File: config.mk
export PLATFORM = sky130hd
export DESIGN_NAME = cave_automaton_smoothing_pass
export DESIGN_NICKNAME = d
export VERILOG_FILES = /design/src/design/cas_pkg.sv /design/src/design/cas_ram.sv /design/src/design/cave_automaton_smoothing_pass.sv
export SDC_FILE = /design/constraint.sdc
export NUM_CORES = 2
export LEC_CHECK = 0
export BUFFER_PORTS_ARGS = -buffer_cell sky130_fd_sc_hd__buf_4
export CORE_AREA = 10 10 568 570
export CTS_CLUSTER_SIZE = 14
export DETAILED_ROUTE_END_ITERATION = 7
export DIE_AREA = 0 0 578 580
export PLACE_DENSITY = 0.44
export SYNTH_ARGS = -nofsm -noshare
export SYNTH_HDL_FRONTEND = slang
export SYNTH_SLANG_ARGS = --single-unit
File: constraint.sdc
create_clock -name clk -period 20.6 [get_ports clk]
set_input_delay 1.03 -clock clk [delete_from_list [all_inputs] [get_ports clk]]
set_output_delay 1.03 -clock clk [all_outputs]
set_load 0.005 [all_outputs]
File: src/design/cas_pkg.sv
// Shared constants for the cave smoothing pass.
package cas_pkg;

  localparam int COL_W = 10;
  localparam int ROW_W = 12;
  localparam int GW_W  = 11;
  localparam int GH_W  = 13;
  localparam int APB_AW = 3;

  localparam logic REG_GRID_WIDTH  = 1'b0;
  localparam logic REG_GRID_HEIGHT = 1'b1;

  localparam logic [GW_W-1:0] GRID_WIDTH_RESET  = 11'd64;
  localparam logic [GH_W-1:0] GRID_HEIGHT_RESET = 13'd64;

  // Window bits that survive a shift: column 0 and 1 of each row.
  localparam logic [8:0] WIN_KEEP = 9'h0DB;

  localparam int SUM_MIN   = 5;
  localparam int NEIGH_MIN = 4;

endpackage

File: src/design/cas_ram.sv
// Generic single-port-write, single-port-read RAM with registered read data.
module cas_ram #(
  parameter int WIDTH = 2,
  parameter int DEPTH = 1024
) (
  input  logic                     clk,
  input  logic                     wr_en,
  input  logic [$clog2(DEPTH)-1:0] wr_addr,
  input  logic [WIDTH-1:0]         wr_data,
  input  logic                     rd_en,
  input  logic [$clog2(DEPTH)-1:0] rd_addr,
  output logic [WIDTH-1:0]         rd_data
);

  logic [WIDTH-1:0] mem [DEPTH];

  always_ff @(posedge clk) begin
    if (wr_en) begin
      mem[wr_addr] <= wr_data;
    end
    if (rd_en) begin
      rd_data <= mem[rd_addr];
    end
  end

endmodule

File: src/design/cave_automaton_smoothing_pass.sv
// Top level: one 3x3 cave smoothing pass over a raster stream of cells.
// Throughput is one cell per clock; a new request is taken every cycle the output can drain.
// An accepted request is captured in the stage register, and its line buffer read
// is launched at the accepting edge; the rule is applied as the stage moves to the result register.
// The result for a cell leaves W+1 requests after that cell enters; W+1 drain requests flush a frame.
// Synchronous reset clears counters, window, pipeline valids and sets both size registers to 64.
module cave_automaton_smoothing_pass
  import cas_pkg::*;
#(
  parameter int MAX_WIDTH  = 1024,
  parameter int MAX_HEIGHT = 4096
) (
  input  logic              clk,
  input  logic              rst,
  // s_axis_tdata: [0] cell_value, [7:1] zero
  input  logic              s_axis_tvalid,
  output logic              s_axis_tready,
  input  logic [7:0]        s_axis_tdata,
  // s_axis_tuser: [0] drain
  input  logic              s_axis_tuser,
  // m_axis_tdata: [0] new_value, [10:1] column, [22:11] row_index, [23] zero
  output logic              m_axis_tvalid,
  input  logic              m_axis_tready,
  output logic [23:0]       m_axis_tdata,
  output logic              m_axis_tlast,
  input  logic              psel,
  input  logic              penable,
  input  logic              pwrite,
  input  logic [APB_AW-1:0] paddr,
  input  logic [31:0]       pwdata,
  output logic [31:0]       prdata,
  output logic              pready
);

  localparam int CW  = $clog2(MAX_WIDTH);
  localparam int WW  = $clog2(MAX_WIDTH + 1);
  localparam int HW  = $clog2(MAX_HEIGHT + 1);
  localparam int IRW = $clog2(MAX_HEIGHT + 2);
  localparam int ORW = $clog2(MAX_HEIGHT);

  typedef struct packed {
    logic          v;
    logic          emit;
    logic          last;
    logic [CW-1:0] idx;
    logic [CW-1:0] col;
    logic [ORW-1:0] row;
  } stage_t;

  // Configuration registers.
  logic [GW_W-1:0] grid_width;
  logic [GH_W-1:0] grid_height;
  logic [WW-1:0]   eff_w;
  logic [HW-1:0]   eff_h;

  assign pready = 1'b1;
  assign prdata = (paddr[2] == REG_GRID_HEIGHT) ? 32'(grid_height) : 32'(grid_width);

  always_ff @(posedge clk) begin
    if (rst) begin
      grid_width  <= GRID_WIDTH_RESET;
      grid_height <= GRID_HEIGHT_RESET;
    end else if (psel && penable && pwrite && pready) begin
      if (paddr[2] == REG_GRID_HEIGHT) begin
        grid_height <= pwdata[GH_W-1:0];
      end else begin
        grid_width <= pwdata[GW_W-1:0];
      end
    end
  end

  always_comb begin
    if (grid_width == '0) begin
      eff_w = WW'(1);
    end else if (32'(grid_width) > MAX_WIDTH) begin
      eff_w = WW'(MAX_WIDTH);
    end else begin
      eff_w = WW'(grid_width);
    end
    if (grid_height == '0) begin
      eff_h = HW'(1);
    end else if (32'(grid_height) > MAX_HEIGHT) begin
      eff_h = HW'(MAX_HEIGHT);
    end else begin
      eff_h = HW'(grid_height);
    end
  end

  // Position counters and the stage register.
  logic [CW-1:0]  in_col, in_col_next;
  logic [IRW-1:0] in_row, in_row_next;
  logic [CW-1:0]  out_col, out_col_next;
  logic [ORW-1:0] out_row, out_row_next;
  logic           s1_valid, s1_valid_next;
  stage_t         s1, s1_next;
  logic           s1_fire;
  logic           accept;
  logic           after_frame, ignore, emit, last;

  assign accept      = s_axis_tvalid && s_axis_tready;
  assign after_frame = 32'(in_row) >= 32'(eff_h);
  assign ignore      = s_axis_tuser && !after_frame;
  assign emit        = (in_row >= IRW'(1) && in_col != '0) || in_row >= IRW'(2);
  assign last        = (32'(out_row) + 1 >= 32'(eff_h)) && (32'(out_col) + 1 >= 32'(eff_w));

  always_comb begin
    in_col_next  = in_col;
    in_row_next  = in_row;
    out_col_next = out_col;
    out_row_next = out_row;
    if (accept && !ignore) begin
      if (32'(in_col) + 1 >= 32'(eff_w)) begin
        in_col_next = '0;
        if (32'(in_row) < MAX_HEIGHT + 1) begin
          in_row_next = in_row + 1'b1;
        end
      end else begin
        in_col_next = in_col + 1'b1;
      end
      if (emit) begin
        if (last) begin
          in_col_next  = '0;
          in_row_next  = '0;
          out_col_next = '0;
          out_row_next = '0;
        end else if (32'(out_col) + 1 >= 32'(eff_w)) begin
          out_col_next = '0;
          out_row_next = out_row + 1'b1;
        end else begin
          out_col_next = out_col + 1'b1;
        end
      end
    end
  end

  always_comb begin
    s1_next.v    = after_frame ? 1'b0 : s_axis_tdata[0];
    s1_next.emit = emit;
    s1_next.last = last;
    s1_next.idx  = in_col;
    s1_next.col  = out_col;
    s1_next.row  = out_row;
  end

  assign s1_fire       = s1_valid && (!s1.emit || !m_axis_tvalid || m_axis_tready);
  assign s_axis_tready = !s1_valid || s1_fire;

  always_comb begin
    if (accept) begin
      s1_valid_next = !ignore;
    end else if (s1_fire) begin
      s1_valid_next = 1'b0;
    end else begin
      s1_valid_next = s1_valid;
    end
  end

  always_ff @(posedge clk) begin
    if (rst) begin
      in_col   <= '0;
      in_row   <= '0;
      out_col  <= '0;
      out_row  <= '0;
      s1_valid <= 1'b0;
    end else begin
      in_col   <= in_col_next;
      in_row   <= in_row_next;
      out_col  <= out_col_next;
      out_row  <= out_row_next;
      s1_valid <= s1_valid_next;
    end
  end

  always_ff @(posedge clk) begin
    if (accept && !ignore) begin
      s1 <= s1_next;
    end
  end

  // Line buffers: bit 1 holds the upper row, bit 0 the middle row.
  logic       rd_en;
  logic [1:0] ram_q, lines, wr_data;
  logic       byp;
  logic [1:0] byp_data;

  assign rd_en   = accept && !ignore;
  assign lines   = byp ? byp_data : ram_q;
  assign wr_data = {lines[0], s1.v};

  cas_ram #(
    .WIDTH (2),
    .DEPTH (MAX_WIDTH)
  ) u_lines (
    .clk     (clk),
    .wr_en   (s1_fire),
    .wr_addr (s1.idx),
    .wr_data (wr_data),
    .rd_en   (rd_en),
    .rd_addr (in_col),
    .rd_data (ram_q)
  );

  // A read of the entry being written in the same cycle returns stale data, so forward it.
  always_ff @(posedge clk) begin
    if (rst) begin
      byp <= 1'b0;
    end else if (rd_en) begin
      byp <= s1_fire && (in_col == s1.idx);
    end
  end

  always_ff @(posedge clk) begin
    if (rd_en) begin
      byp_data <= wr_data;
    end
  end

  // Window update and the smoothing rule.
  logic [8:0] window, window_next;
  logic [2:0] cv, rv;
  logic [3:0] count, sum;
  logic       result;

  assign window_next = ((window >> 1) & WIN_KEEP) | {3'b000, lines[0], 2'b00, lines[1], 2'b00}
                       | {s1.v, 8'h00};

  always_comb begin
    cv[0] = s1.col != '0;
    cv[1] = 32'(s1.col) < 32'(eff_w);
    cv[2] = 32'(s1.col) + 1 < 32'(eff_w);
    rv[0] = s1.row != '0;
    rv[1] = 32'(s1.row) < 32'(eff_h);
    rv[2] = 32'(s1.row) + 1 < 32'(eff_h);
    count = '0;
    sum   = '0;
    for (int r = 0; r < 3; r++) begin
      for (int c = 0; c < 3; c++) begin
        if (rv[r] && cv[c]) begin
          sum = sum + 4'(window_next[r*3+c]);
          if (!(r == 1 && c == 1)) begin
            count = count + 4'd1;
          end
        end
      end
    end
    result = (count >= 4'(NEIGH_MIN)) && (sum >= 4'(SUM_MIN));
  end

  always_ff @(posedge clk) begin
    if (rst) begin
      window <= '0;
    end else if (s1_fire) begin
      window <= s1.last ? 9'd0 : window_next;
    end
  end

  // Result register.
  logic m_valid_next;

  always_comb begin
    if (s1_fire && s1.emit) begin
      m_valid_next = 1'b1;
    end else if (m_axis_tready) begin
      m_valid_next = 1'b0;
    end else begin
      m_valid_next = m_axis_tvalid;
    end
  end

  always_ff @(posedge clk) begin
    if (rst) begin
      m_axis_tvalid <= 1'b0;
    end else begin
      m_axis_tvalid <= m_valid_next;
    end
  end

  always_ff @(posedge clk) begin
    if (s1_fire && s1.emit) begin
      m_axis_tdata <= {1'b0, ROW_W'(s1.row), COL_W'(s1.col), result};
      m_axis_tlast <= s1.last;
    end
  end

endmodule

==> metrics <==
first-pass GRT wire length 383,000 um; final-report hold violation count 0; Critical Path RT 21.27 ns; post_cts resized 0; hpwl dp roughly 150,000 um; DRT antenna net count 0; fin. max-slew vios 0; CTS hold repair buffers 0; Crit Reg-Reg Startpoint grid_width[4]; P_leak 31.99 nW; CP arrival about 8.6 ns; slowest CP cell o221ai_1; sequential area share after synthesis 0.6998; Fmax 0.1267 GHz; Worst setup SP type flip-flop; drc violations 0; core area 310,900 sq um; vias per cell 5.054; peak supply drop 0.06935 mV; worst min-delay path startpoint pwdata[6]; largest net degree at the start of global routing 210; Total Wirelength around 270,000 um; Final Net Count about 5,600; GR Overflow Total 0; CP Max Fanout 9; RSZ-0062 raised after global routing false; setup violators final 0; Crit. End Element flip-flop; most common cell in the synthesized netlist edfxtp_1; top cells by area, synth edfxtp_1 68%, mux4_2 16%, nor2_1 4.4%; Layout area overhead 13.62%; num ports 111; Post-Syn Area 92,820 sq um; Mapped Avg Cell Area between 15 and 20 sq um; Synth top cells by count 2,111 x edfxtp_1, 1,094 x nor2_1, 640 x mux4_2, 309 x clkbuf_1, 235 x nand2_1; vias in the first global route 52,200; Port Buffers 61; hold_ws 0.4131 ns; ys async rst share 0; CTS clock-pin slew for the worst setup and hold paths 0.07 ns; cell taking the most area after synthesis edfxtp_1; row count 205; Die ar. roughly 340,000 sq um; Die Height 580 um; Setup CP Type flip-flop to flip-flop; final period utilization 0.3832; CTS tree done; max incr delay on CP 0.56 ns; synth unique cells 96; Cells after Synth 5,437; All-Layer GR Usage 0.1553; average wire per standard cell 27.23 um; total CTS buffers 240; status complete, no violations; Yosys top cell area share 0.6830; Ys Warns 0; min-delay worst type input pin to flip-flop; synthesized flop and latch total 2,189; initial antenna violation count 9; die width 578 um; post-route minimum period between 7 and 8 ns; post-placement cell count 9,366; CP startpoint grid_width[4]; initial core utilization 0.2986; Longest Clk Path Bufs 4; clk root buf clkbuf_16; DRT Pass-1 Iters 7; clk_skew 0.1081 ns; worst-skew pair later-pin latency 0.92 ns; Non-Filler Instances 9,803; H-tree depth 4; Slew HR 0.1551; routed vias 49,540; proportion of layout cells with a drive suffix above 1 0.2213; ys flop type edfxtp_1; cell mode on critical path ha_1; worst-margin pin slew 1.264 ns; Max Cap Violations 0; CTS sink cnt 2,189; GPL Wtd Cong about 0.76; post-CTS setup buffers 0; initial drt markers 4,476; setup TNS 0 ns; Post-synth EDFFs 2,111; PD cells 90.67 nW/um^2
critical path, delay by kind of cell (launching register included):
kind	cells	cell delay, ns
buffers and inverters	1	0.09
adder cells (fa/ha/maj)	9	2.48
XOR/XNOR	2	0.26
flip-flops	1	0.35
multiplexers	2	0.50
AO/OA/AOI/OAI	8	1.88
AND/OR/NAND/NOR	14	2.17
worst paths after layout:
kind,depth (start not counted),end,slack [ns]
worst max register to register,36,m_axis_tdata[0],12.71
worst min-delay path,3,grid_height[6],0.41
worst max-delay path,36,m_axis_tdata[0],12.71
worst min register to register,2,window[1],0.48
cells in the final DEF (no fill, tap or decap), types with 65 or more instances in the layout:
master	Yosys	routed
a21oi_1	97	97
buf_4	22	184
clkbuf_16	0	242
clkinv_1	2	65
dfxtp_1	78	71
edfxtp_1	2111	2111
ha_1	122	122
mux4_2	640	640
nand2_1	235	205
nor2_1	1094	1093
power breakdown:
part | internal (mW) | switching (mW)
Sequential | 4.91 | 0.0195
Combinational | 0.248 | 0.336
Clock | 2.28 | 1.77
layer usage:
layer / track usage / part of all wire / up-vias
li1: - / - / 21340
met1: 0.2131 / 0.44 / 26500
met2: 0.2564 / 0.48 / 1322
met3: 0.02393 / 0.051 / 371
met4: 0.04218 / 0.029 / 2
met5: 0 / 0.000049 / -
kinds of logic after synthesis:
family | count (synthesis) | share of synthesized area
other | 2 | 0.00008091
adders and majority gates | 122 | 0.01645
muxes | 711 | 0.1632
DFF | 2189 | 0.6998
AOI/OAI and AO/OA | 302 | 0.02247
buffers and inverters | 466 | 0.02050
and+or+nand+nor | 1579 | 0.07068
xor gates and xnor gates | 66 | 0.006862
state kept, by name, summed over array words and instances, names as in the netlist:
name / flops
in_col: 10
in_row: 13
byp_data: 2
m_axis_tlast: 1
out_row: 12
u_lines.rd_data: 2
byp: 1
grid_height: 13
s1: 35
s1_valid: 1
u_lines.mem: 2048
window: 6
grid_width: 11
m_axis_tdata: 23
m_axis_tvalid: 1
out_col: 10
per-stage QoR:
step / total power [mW] / setup WS, ns / utilization / area (sq um)
2_1_floorplan: 5.488 / 5.864 / - / 92890
3_3_place_gp: 5.615 / 12.39 / 0.3158 / 98180
3_5_place_dp: 5.617 / 12.63 / 0.3158 / 98180
4_1_cts: 9.685 / 12.60 / 0.3392 / 105500
5_1_grt: 9.900 / 12.03 / 0.3392 / 105500
6_report: 9.562 / 12.71 / 0.3392 / 105500
final cells by class:
type                            instances  area (sq um)
Clock inverter                        141          1006
Fill cell                           29660        205400
Multi-Input combinational cell       2801         26300
Timing Repair Buffer                  193          1562
Antenna cell                            1         2.502
Sequential cell                      2189         64970
Inverter                               43         171.4
Tap cell                             4140          5180
Clock buffer                          295          6275
Power figures use the tool's default switching activity.
